## src/hdl/block_xor_rotate_hash_macros.svh

```systemverilog
// ----------------------------------------------------------------------------
// Assertion macros for the XOR-rotate block hash
// Shorthand for the clocked implication checks used at the top level.
// ----------------------------------------------------------------------------
`ifndef BLOCK_XOR_ROTATE_HASH_MACROS_SVH
`define BLOCK_XOR_ROTATE_HASH_MACROS_SVH

// The consequent must hold in the same cycle as the antecedent.
`define BXRH_ASSERT_SAME(label, clk, rst, ante, cons, msg) \
   label: assert property (@(posedge clk) disable iff (rst) (ante) |-> (cons)) \
      else $error(msg);

// The consequent must hold in the cycle after the antecedent.
`define BXRH_ASSERT_NEXT(label, clk, rst, ante, cons, msg) \
   label: assert property (@(posedge clk) disable iff (rst) (ante) |=> (cons)) \
      else $error(msg);

`endif

```

## src/hdl/bxrh_pkg.sv

```systemverilog
// ----------------------------------------------------------------------------
// bxrh_pkg
// Shared types, constants and the byte mixing function of the block hash.
// ----------------------------------------------------------------------------
package bxrh_pkg;

   localparam int unsigned MAX_BLOCK_DEF = 64;
   localparam int unsigned BYTE_W        = 8;
   // Block positions and sizes are bounded by the 64-byte cap.
   localparam int unsigned POS_W         = 6;
   localparam int unsigned SIZE_W        = 7;
   localparam int unsigned CSR_DATA_W    = 32;
   localparam int unsigned CSR_ADDR_W    = 3;

   localparam logic [SIZE_W-1:0] BLK_LEN_RST = SIZE_W'(64);
   localparam logic              REG_BLK_LEN = 1'b0;

   localparam logic KIND_BYTE   = 1'b0;
   localparam logic KIND_FINISH = 1'b1;

   typedef enum logic [1:0] {
      ST_RUN,
      ST_DRAIN,
      ST_EMIT
   } state_type;

   // One item travelling down the cell chain.
   typedef struct packed {
      logic              valid;
      logic              finish;
      logic              first;
      logic [POS_W-1:0]  pos;
      logic [BYTE_W-1:0] data;
   } token_type;

   typedef struct packed {
      logic draining;
      logic emitting;
   } status_type;

   function automatic logic [BYTE_W-1:0] mix(input logic [BYTE_W-1:0] h,
                                             input logic [BYTE_W-1:0] p);
      logic [BYTE_W-1:0] rot;
      rot = {h[0], h[BYTE_W-1:1]};
      return h ^ p ^ rot;
   endfunction

endpackage

```

## src/hdl/bxrh_cell.sv

```systemverilog
// ----------------------------------------------------------------------------
// bxrh_cell
// One digest byte of the hash. Absorbs the item passing by when it targets
// this position and hands the item on to the next cell.
// ----------------------------------------------------------------------------
module bxrh_cell #(
   parameter int unsigned IDX = 0
) (
   input  logic                           clock,
   input  logic                           reset,
   input  logic [bxrh_pkg::SIZE_W-1:0]    size,
   input  bxrh_pkg::token_type            token_in,
   output bxrh_pkg::token_type            token_out,
   input  logic                           shift_en,
   input  logic [bxrh_pkg::BYTE_W-1:0]    shift_in,
   output logic [bxrh_pkg::BYTE_W-1:0]    digest
);
   import bxrh_pkg::*;

   logic [BYTE_W-1:0] digest_ff;
   logic [BYTE_W-1:0] digest_in;
   token_type         token_ff;
   logic              hit_byte;
   logic              hit_pad;
   logic [BYTE_W-1:0] operand;

   // A finish pads every position from the current one up to the block end.
   assign hit_byte = token_in.valid && (token_in.finish == KIND_BYTE) &&
                     (token_in.pos == POS_W'(IDX));
   assign hit_pad  = token_in.valid && (token_in.finish == KIND_FINISH) &&
                     (POS_W'(IDX) >= token_in.pos) && (SIZE_W'(IDX) < size);
   assign operand  = hit_byte ? token_in.data : '0;

   always_comb begin
      digest_in = digest_ff;
      if (shift_en) begin
         digest_in = shift_in;
      end else if (hit_byte || hit_pad) begin
         digest_in = token_in.first ? operand : mix(digest_ff, operand);
      end
   end

   always_ff @(posedge clock) begin
      digest_ff <= digest_in;
   end

   always_ff @(posedge clock) begin
      if (reset) begin
         token_ff.valid <= 1'b0;
      end else begin
         token_ff.valid <= token_in.valid;
      end
      token_ff.finish <= token_in.finish;
      token_ff.first  <= token_in.first;
      token_ff.pos    <= token_in.pos;
      token_ff.data   <= token_in.data;
   end

   assign token_out = token_ff;
   assign digest    = digest_ff;

endmodule

```

## src/hdl/bxrh_ctrl.sv

```systemverilog
// ----------------------------------------------------------------------------
// bxrh_ctrl
// Block position tracking, item injection into the cell chain and the
// digest read-out sequencer with its output register.
// ----------------------------------------------------------------------------
module bxrh_ctrl (
   input  logic                           clock,
   input  logic                           reset,
   input  logic [bxrh_pkg::SIZE_W-1:0]    size,
   input  logic                           req_valid,
   output logic                           req_ready,
   input  logic                           req_kind,
   input  logic [bxrh_pkg::BYTE_W-1:0]    req_data_byte,
   output logic                           rsp_valid,
   input  logic                           rsp_ready,
   output logic [bxrh_pkg::BYTE_W-1:0]    rsp_hash_byte,
   output logic                           rsp_last,
   output bxrh_pkg::token_type            head_token,
   input  bxrh_pkg::token_type            tail_token,
   input  logic [bxrh_pkg::BYTE_W-1:0]    head_digest,
   output logic                           shift_en,
   output bxrh_pkg::status_type           status
);
   import bxrh_pkg::*;

   state_type         state_ff, state_in;
   logic [POS_W-1:0]  position_ff, position_in;
   logic              first_ff, first_in;
   logic [SIZE_W-1:0] count_ff, count_in;
   logic              rsp_valid_ff, rsp_valid_in;
   logic [BYTE_W-1:0] hash_ff;
   logic              last_ff;
   logic              accept;
   logic              load;
   logic              final_byte;
   logic [SIZE_W-1:0] pos_next;

   assign req_ready  = (state_ff == ST_RUN);
   assign accept     = req_valid && req_ready;
   assign load       = (state_ff == ST_EMIT) && (!rsp_valid_ff || rsp_ready);
   assign final_byte = (count_ff == size - SIZE_W'(1));
   assign pos_next   = SIZE_W'(position_ff) + SIZE_W'(1);

   always_comb begin
      head_token.valid  = accept;
      head_token.finish = req_kind;
      head_token.first  = first_ff;
      head_token.pos    = position_ff;
      head_token.data   = req_data_byte;
   end

   always_comb begin
      state_in     = state_ff;
      position_in  = position_ff;
      first_in     = first_ff;
      count_in     = count_ff;
      rsp_valid_in = rsp_valid_ff;
      if (rsp_valid_ff && rsp_ready) begin
         rsp_valid_in = 1'b0;
      end
      case (state_ff)
         ST_RUN: begin
            if (accept) begin
               if (req_kind == KIND_FINISH) begin
                  position_in = '0;
                  first_in    = 1'b1;
                  state_in    = ST_DRAIN;
               end else if (pos_next >= size) begin
                  position_in = '0;
                  first_in    = 1'b0;
               end else begin
                  position_in = pos_next[POS_W-1:0];
               end
            end
         end
         ST_DRAIN: begin
            // The padding is complete once the finish leaves the last cell.
            count_in = '0;
            if (tail_token.valid && (tail_token.finish == KIND_FINISH)) begin
               state_in = ST_EMIT;
            end
         end
         ST_EMIT: begin
            if (load) begin
               rsp_valid_in = 1'b1;
               count_in     = count_ff + SIZE_W'(1);
               if (final_byte) begin
                  state_in = ST_RUN;
               end
            end
         end
         default: begin
            state_in = ST_RUN;
         end
      endcase
   end

   always_ff @(posedge clock) begin
      if (reset) begin
         state_ff     <= ST_RUN;
         position_ff  <= '0;
         first_ff     <= 1'b1;
         count_ff     <= '0;
         rsp_valid_ff <= 1'b0;
      end else begin
         state_ff     <= state_in;
         position_ff  <= position_in;
         first_ff     <= first_in;
         count_ff     <= count_in;
         rsp_valid_ff <= rsp_valid_in;
      end
   end

   always_ff @(posedge clock) begin
      if (load) begin
         hash_ff <= head_digest;
         last_ff <= final_byte;
      end
   end

   // Each loaded byte shifts the digests one cell toward cell 0 so the next position reaches cell 0.
   assign shift_en        = load;
   assign rsp_valid       = rsp_valid_ff;
   assign rsp_hash_byte   = hash_ff;
   assign rsp_last        = last_ff;
   assign status.draining = (state_ff == ST_DRAIN);
   assign status.emitting = (state_ff == ST_EMIT);

endmodule

```

## src/hdl/block_xor_rotate_hash.sv

```systemverilog
// ----------------------------------------------------------------------------
// block_xor_rotate_hash
// Byte-wise XOR-rotate block hash built as a chain of digest-byte cells.
// ----------------------------------------------------------------------------
// Message bytes are taken one per cycle while the input is open and travel
// down a chain of MAX_BLOCK cells, one cell per cycle, each cell holding one
// digest byte and updating it when the passing byte targets its position. A
// finish transfer closes the input while it walks the whole chain to pad the
// block, and then the digest is read out of cell 0 one byte per cycle when
// the result side does not stall, the chain shifting toward cell 0 with each
// byte; the last byte is marked with rsp_last. The next message can start as
// soon as the last digest byte sits in the output register. The block length
// register (address 0, reset value 64) must be written only between
// transfers; values outside 1..MAX_BLOCK act as the nearest bound.
module block_xor_rotate_hash #(
   parameter int unsigned MAX_BLOCK = bxrh_pkg::MAX_BLOCK_DEF
) (
   input  logic                               clock,
   input  logic                               reset,
   input  logic                               req_valid,
   output logic                               req_ready,
   input  logic                               req_kind,
   input  logic [bxrh_pkg::BYTE_W-1:0]        req_data_byte,
   output logic                               rsp_valid,
   input  logic                               rsp_ready,
   output logic [bxrh_pkg::BYTE_W-1:0]        rsp_hash_byte,
   output logic                               rsp_last,
   input  logic                               csr_psel,
   input  logic                               csr_penable,
   input  logic                               csr_pwrite,
   input  logic [bxrh_pkg::CSR_ADDR_W-1:0]    csr_paddr,
   input  logic [bxrh_pkg::CSR_DATA_W-1:0]    csr_pwdata,
   output logic [bxrh_pkg::CSR_DATA_W-1:0]    csr_prdata,
   output logic                               csr_pready
);
   import bxrh_pkg::*;

   logic [SIZE_W-1:0] blk_len_ff, blk_len_in;
   logic [SIZE_W-1:0] size;
   logic              csr_hit;
   logic              shift_en;
   status_type        status;
   token_type         tok_chain [MAX_BLOCK+1];
   logic [BYTE_W-1:0] digest [MAX_BLOCK];

   assign csr_pready = 1'b1;
   assign csr_hit    = (csr_paddr[2] == REG_BLK_LEN);

   always_comb begin
      blk_len_in = blk_len_ff;
      if (csr_psel && csr_penable && csr_pwrite && csr_pready && csr_hit) begin
         blk_len_in = csr_pwdata[SIZE_W-1:0];
      end
   end

   always_ff @(posedge clock) begin
      if (reset) begin
         blk_len_ff <= BLK_LEN_RST;
      end else begin
         blk_len_ff <= blk_len_in;
      end
   end

   assign csr_prdata = csr_hit ? CSR_DATA_W'(blk_len_ff) : '0;

   always_comb begin
      size = blk_len_ff;
      if (blk_len_ff == '0) begin
         size = SIZE_W'(1);
      end else if (blk_len_ff > SIZE_W'(MAX_BLOCK)) begin
         size = SIZE_W'(MAX_BLOCK);
      end
   end

   bxrh_ctrl u_ctrl (
      .clock         (clock),
      .reset         (reset),
      .size          (size),
      .req_valid     (req_valid),
      .req_ready     (req_ready),
      .req_kind      (req_kind),
      .req_data_byte (req_data_byte),
      .rsp_valid     (rsp_valid),
      .rsp_ready     (rsp_ready),
      .rsp_hash_byte (rsp_hash_byte),
      .rsp_last      (rsp_last),
      .head_token    (tok_chain[0]),
      .tail_token    (tok_chain[MAX_BLOCK]),
      .head_digest   (digest[0]),
      .shift_en      (shift_en),
      .status        (status)
   );

   for (genvar i = 0; i < MAX_BLOCK; i++) begin : g_cell
      logic [BYTE_W-1:0] shift_src;
      if (i == MAX_BLOCK - 1) begin : g_end
         assign shift_src = digest[i];
      end else begin : g_mid
         assign shift_src = digest[i+1];
      end

      bxrh_cell #(
         .IDX (i)
      ) u_cell (
         .clock     (clock),
         .reset     (reset),
         .size      (size),
         .token_in  (tok_chain[i]),
         .token_out (tok_chain[i+1]),
         .shift_en  (shift_en),
         .shift_in  (shift_src),
         .digest    (digest[i])
      );
   end

`include "block_xor_rotate_hash_macros.svh"

   `BXRH_ASSERT_NEXT(a_finish_closes_input, clock, reset,
      req_valid && req_ready && (req_kind == KIND_FINISH), !req_ready,
      "input still open after a finish transfer")

   `BXRH_ASSERT_SAME(a_finish_exits_in_drain, clock, reset,
      tok_chain[MAX_BLOCK].valid && (tok_chain[MAX_BLOCK].finish == KIND_FINISH),
      status.draining,
      "finish left the cell chain outside the drain phase")

   `BXRH_ASSERT_NEXT(a_transfer_enters_chain, clock, reset,
      req_valid && req_ready, tok_chain[1].valid,
      "accepted transfer did not enter the cell chain")

   `BXRH_ASSERT_SAME(a_ready_only_in_run, clock, reset,
      req_ready, !status.draining && !status.emitting,
      "input ready outside the run phase")

endmodule
```

## config.mk

```make
export PLATFORM = sky130hd
export DESIGN_NAME = block_xor_rotate_hash
export DESIGN_NICKNAME = d
export VERILOG_FILES = /design/src/hdl/bxrh_pkg.sv /design/src/hdl/bxrh_cell.sv /design/src/hdl/bxrh_ctrl.sv /design/src/hdl/block_xor_rotate_hash.sv
export VERILOG_INCLUDE_DIRS = /design/src /design/src/hdl
export SDC_FILE = /design/constraint.sdc
export NUM_CORES = 2
export LEC_CHECK = 0
export ABC_AREA = 0
export BUFFER_PORTS_ARGS = -buffer_cell sky130_fd_sc_hd__clkbuf_2
export CAP_MARGIN = 20
export CORE_MARGIN = 2
export CORE_UTILIZATION = 55
export DETAILED_ROUTE_END_ITERATION = 16
export PLACE_DENSITY = 0.71
export SETUP_SLACK_MARGIN = 0.05
export SYNTH_ARGS = -nofsm -noshare
export SYNTH_HDL_FRONTEND = slang
export SYNTH_SLANG_ARGS = --single-unit
```

## constraint.sdc

```tcl
create_clock -name clock -period 3.1 [get_ports clock]
set_input_delay 0.155 -clock clock [delete_from_list [all_inputs] [get_ports clock]]
set_output_delay 0.155 -clock clock [all_outputs]
set_load 0.02 [all_outputs]
```

==> impl_metrics.csv <==
group,metric,value,unit
pwr,p_total,0.0417,W
routing,detail_route.iter0.violations,2738,
critical_path,path_class,"reg2reg",
critical_path,end_kind,"register",
logic_synthesis,yosysWarnings,0,
grt,antenna_found_initial,1,
place,place_hpwl,86200,um
finish,final_cells,7381,
place,place_congestion,0.879,
sta,layout_worst_path_cycle_share,87.0,%
place,dp_slack,349,ps
critical_path,worstPathRequired,3600,ps
floorplanning,core,110000,sq um
logic_synthesis,synth_area,60800,sq um
sta,tightest_slew,1090,ps
grt,grt_pass1_wl,204000,um
pwr,powerDensity,614,nW/um^2
sta,skew,28.0,ps
finish,syn_to_final_growth,11.7,%
sta,tns,0,ps
critical_path,crit_chain,"or4_4 -> nor2_2 -> o21a_2 -> inv_1 -> ha_1 -> xor2_1 -> or2_2 -> a21oi_1 -> nor3_1 -> and2_1",
critical_path,critPathMaxFanout,5,
floorplanning,initial_core_util,55.2,%
sta,slew_headroom,26.8,%
routing,vias,38400,
clock_tree,root_buffer,"clkbuf_16",
sta,worst_slack,404,ps
routing,routedWlPerCell,17.1,um
critical_path,start_kind,"register",
clock_tree,cts_setup_buffers,0,
sta,fmax,371,MHz
sta,setup_violations,0,
logic_synthesis,ys_types,77,
floorplanning,fp-row-count,122,
sta,timing.hold.ws,72.6,ps
place,placed_cells,7063,
pwr,p_leak,24.2,nW
logic_synthesis,synth_ff_type,"dfxtp_1",
floorplanning,die_h,337,um
logic_synthesis,synth.avg_cell_area,10.7,sq um
grt,grt_max_degree,120,
critical_path,crit_path_max_incr_delay,570,ps
finish,final_nets,5825,
place,io_buffers,41,
hold_path,hp-class,"in2reg",
sta,drv_slew,0,
routing,first_pass_iters,5,
routing,wl,127000,um
sta,min_period,2700,ps
routing,drc,0,
clock_tree,cts_max_path_buffers,3,
floorplanning,die_x,337,um
clock_tree,clk_pin_slew_worst_paths,60,ps
clock_tree,cts_tree,"yes",
clock_tree,clock_sinks,1618,
logic_synthesis,synth_edf_count,521,
pwr,vdd_drop_max,0.000471,V
flow_run,max_cap_viol_count,0,
logic_synthesis,ys_ff_latch,1618,
grt,grt.overflow.total,0,
grt,first_global_vias,38700,
floorplanning,ios,95,
critical_path,arrival,3190,ps
critical_path,crit_path_top_delay_cell,"or4_4",
sta,hold_viol,0,
finish,drive_above_1_share,7.21,%
clock_tree,cts_buffers,157,
floorplanning,fp.dieArea,113000,sq um
logic_synthesis,seq_area_frac_synth,61.8,%
routing,ant_nets,0,
outcome,status,"finished clean",
clock_tree,cts-htree-levels,4,
logic_synthesis,syn-instance-count,5683,
clock_tree,clk-insertion-delay-late,750,ps
routing,viasPerCell,5.20,
sta,rsz0062_at_grt,"false",
logic_synthesis,async_reset_ff_share,0,%
grt,grt_usage,22.3,%
## metrics by stage
step	util [%]	instance area, sq um
after floorplan	-	60900
after global placement	56.8	62600
after detailed placement	56.8	62600
after CTS	61.6	67900
after global routing	61.7	68000
final	61.7	68000
## flip-flops by register name (all words and copies together) (netlist names)
register and cells:
u_ctrl.state_ff 2, u_ctrl.rsp_valid 1, g_cell.u_cell.digest 512, u_ctrl.first_ff 1
blk_len_ff 7, u_ctrl.rsp_last 1, u_ctrl.position_ff 6, g_cell.u_cell.token_out 1073
u_ctrl.rsp_hash_byte 8, u_ctrl.count_ff 7
## cell usage after synthesis, types with 27 or more instances
cell type / count / area (sq um)
nor2b_1: 81 / 507
buf_2: 29 / 145
buf_4: 27 / 203
nand3_1: 30 / 150
nand2_1: 589 / 2210
clkbuf_1: 113 / 424
o21ai_0: 50 / 250
edfxtp_1: 521 / 15600
nor2_1: 1124 / 4220
buf_1: 75 / 282
xor2_1: 507 / 4440
xnor2_1: 527 / 4620
a21oi_1: 544 / 2720
dfxtp_1: 1097 / 22000
## metal layers
layer / share of wire (%) / up-vias / track usage (%)
met5: 0 / - / 0
met4: 2.0 / 0 / 6.20
met3: 4.3 / 191 / 3.41
met2: 48 / 742 / 37.3
met1: 46 / 18600 / 30.1
li1: - / 18900 / -
## cells in the final DEF, fill, tap and decap left out, drive strengths merged, types with 81 or more instances in the layout
| master | n |
|---|---|
| nor2 | 1127 |
| dfxtp | 1097 |
| nand2 | 589 |
| a21oi | 548 |
| xnor2 | 527 |
| edfxtp | 521 |
| xor2 | 507 |
| clkbuf | 279 |
| buf | 84 |
| nor2b | 81 |
## path summary, 6_finish.rpt
check                                                           start                                    end  slack [ps]  cells after the start
worst max-delay path                       blk_len_ff[2]$_SDFFE_PP0P_              u_ctrl.rsp_last$_DFFE_PP_         400                     10
worst min-delay path                                        rsp_ready        u_ctrl.count_ff[0]$_SDFFE_PP0P_          70                      6
worst max register to register             blk_len_ff[2]$_SDFFE_PP0P_              u_ctrl.rsp_last$_DFFE_PP_         400                     10
worst min register to register  g_cell[6].u_cell.token_out[8]$_DFF_P_  g_cell[7].u_cell.token_out[8]$_DFF_P_         330                      0
## kinds of logic after synthesis
kind of cell | after synthesis | share of synthesized area [%]
simple gates | 2044 | 14.6
xor+xnor | 1034 | 14.9
buf+inv | 277 | 2.08
flops | 1618 | 61.8
fa+ha+maj | 12 | 0.247
mux | 7 | 0.115
other cells | 2 | 0.0123
compound gates | 689 | 6.20
## power breakdown
| part | total (W) | switching, W | internal [W] | leakage [nW] |
|---|---|---|---|---|
| Clock | 0.0188 | 0.00797 | 0.0108 | 2.53 |
| Sequential | 0.0225 | 0.000307 | 0.0222 | 13.8 |
| Combinational | 0.000410 | 0.000244 | 0.000166 | 7.86 |
## repair_timing
item / 4_1_cts / 5_1_grt
endpoints found under the hold margin: 56 / 0
resized for setup: 0 / 0
hold buffers: 25 / 0
## layout make-up
class,instances,area (sq um)
Timing Repair Buffer,150,1210
Multi-Input combinational cell,3812,22100
Inverter,23,87.6
Tap cell,1488,1860
Clock buffer,238,4740
Clock inverter,51,388
Sequential cell,1618,37600
Fill cell,8802,42300
Antenna cell,1,2.50
## worst max-delay path: cells and delay by family (launching register included)
| kind | cells | cell delay [ps] |
|---|---|---|
| simple gates | 5 | 1240 |
| buf+inv | 1 | 70 |
| compound gates | 2 | 450 |
| flops | 1 | 310 |
| fa+ha+maj | 1 | 210 |
| xor+xnor | 1 | 160 |
Note: power is estimated with default switching activity, not from simulation.
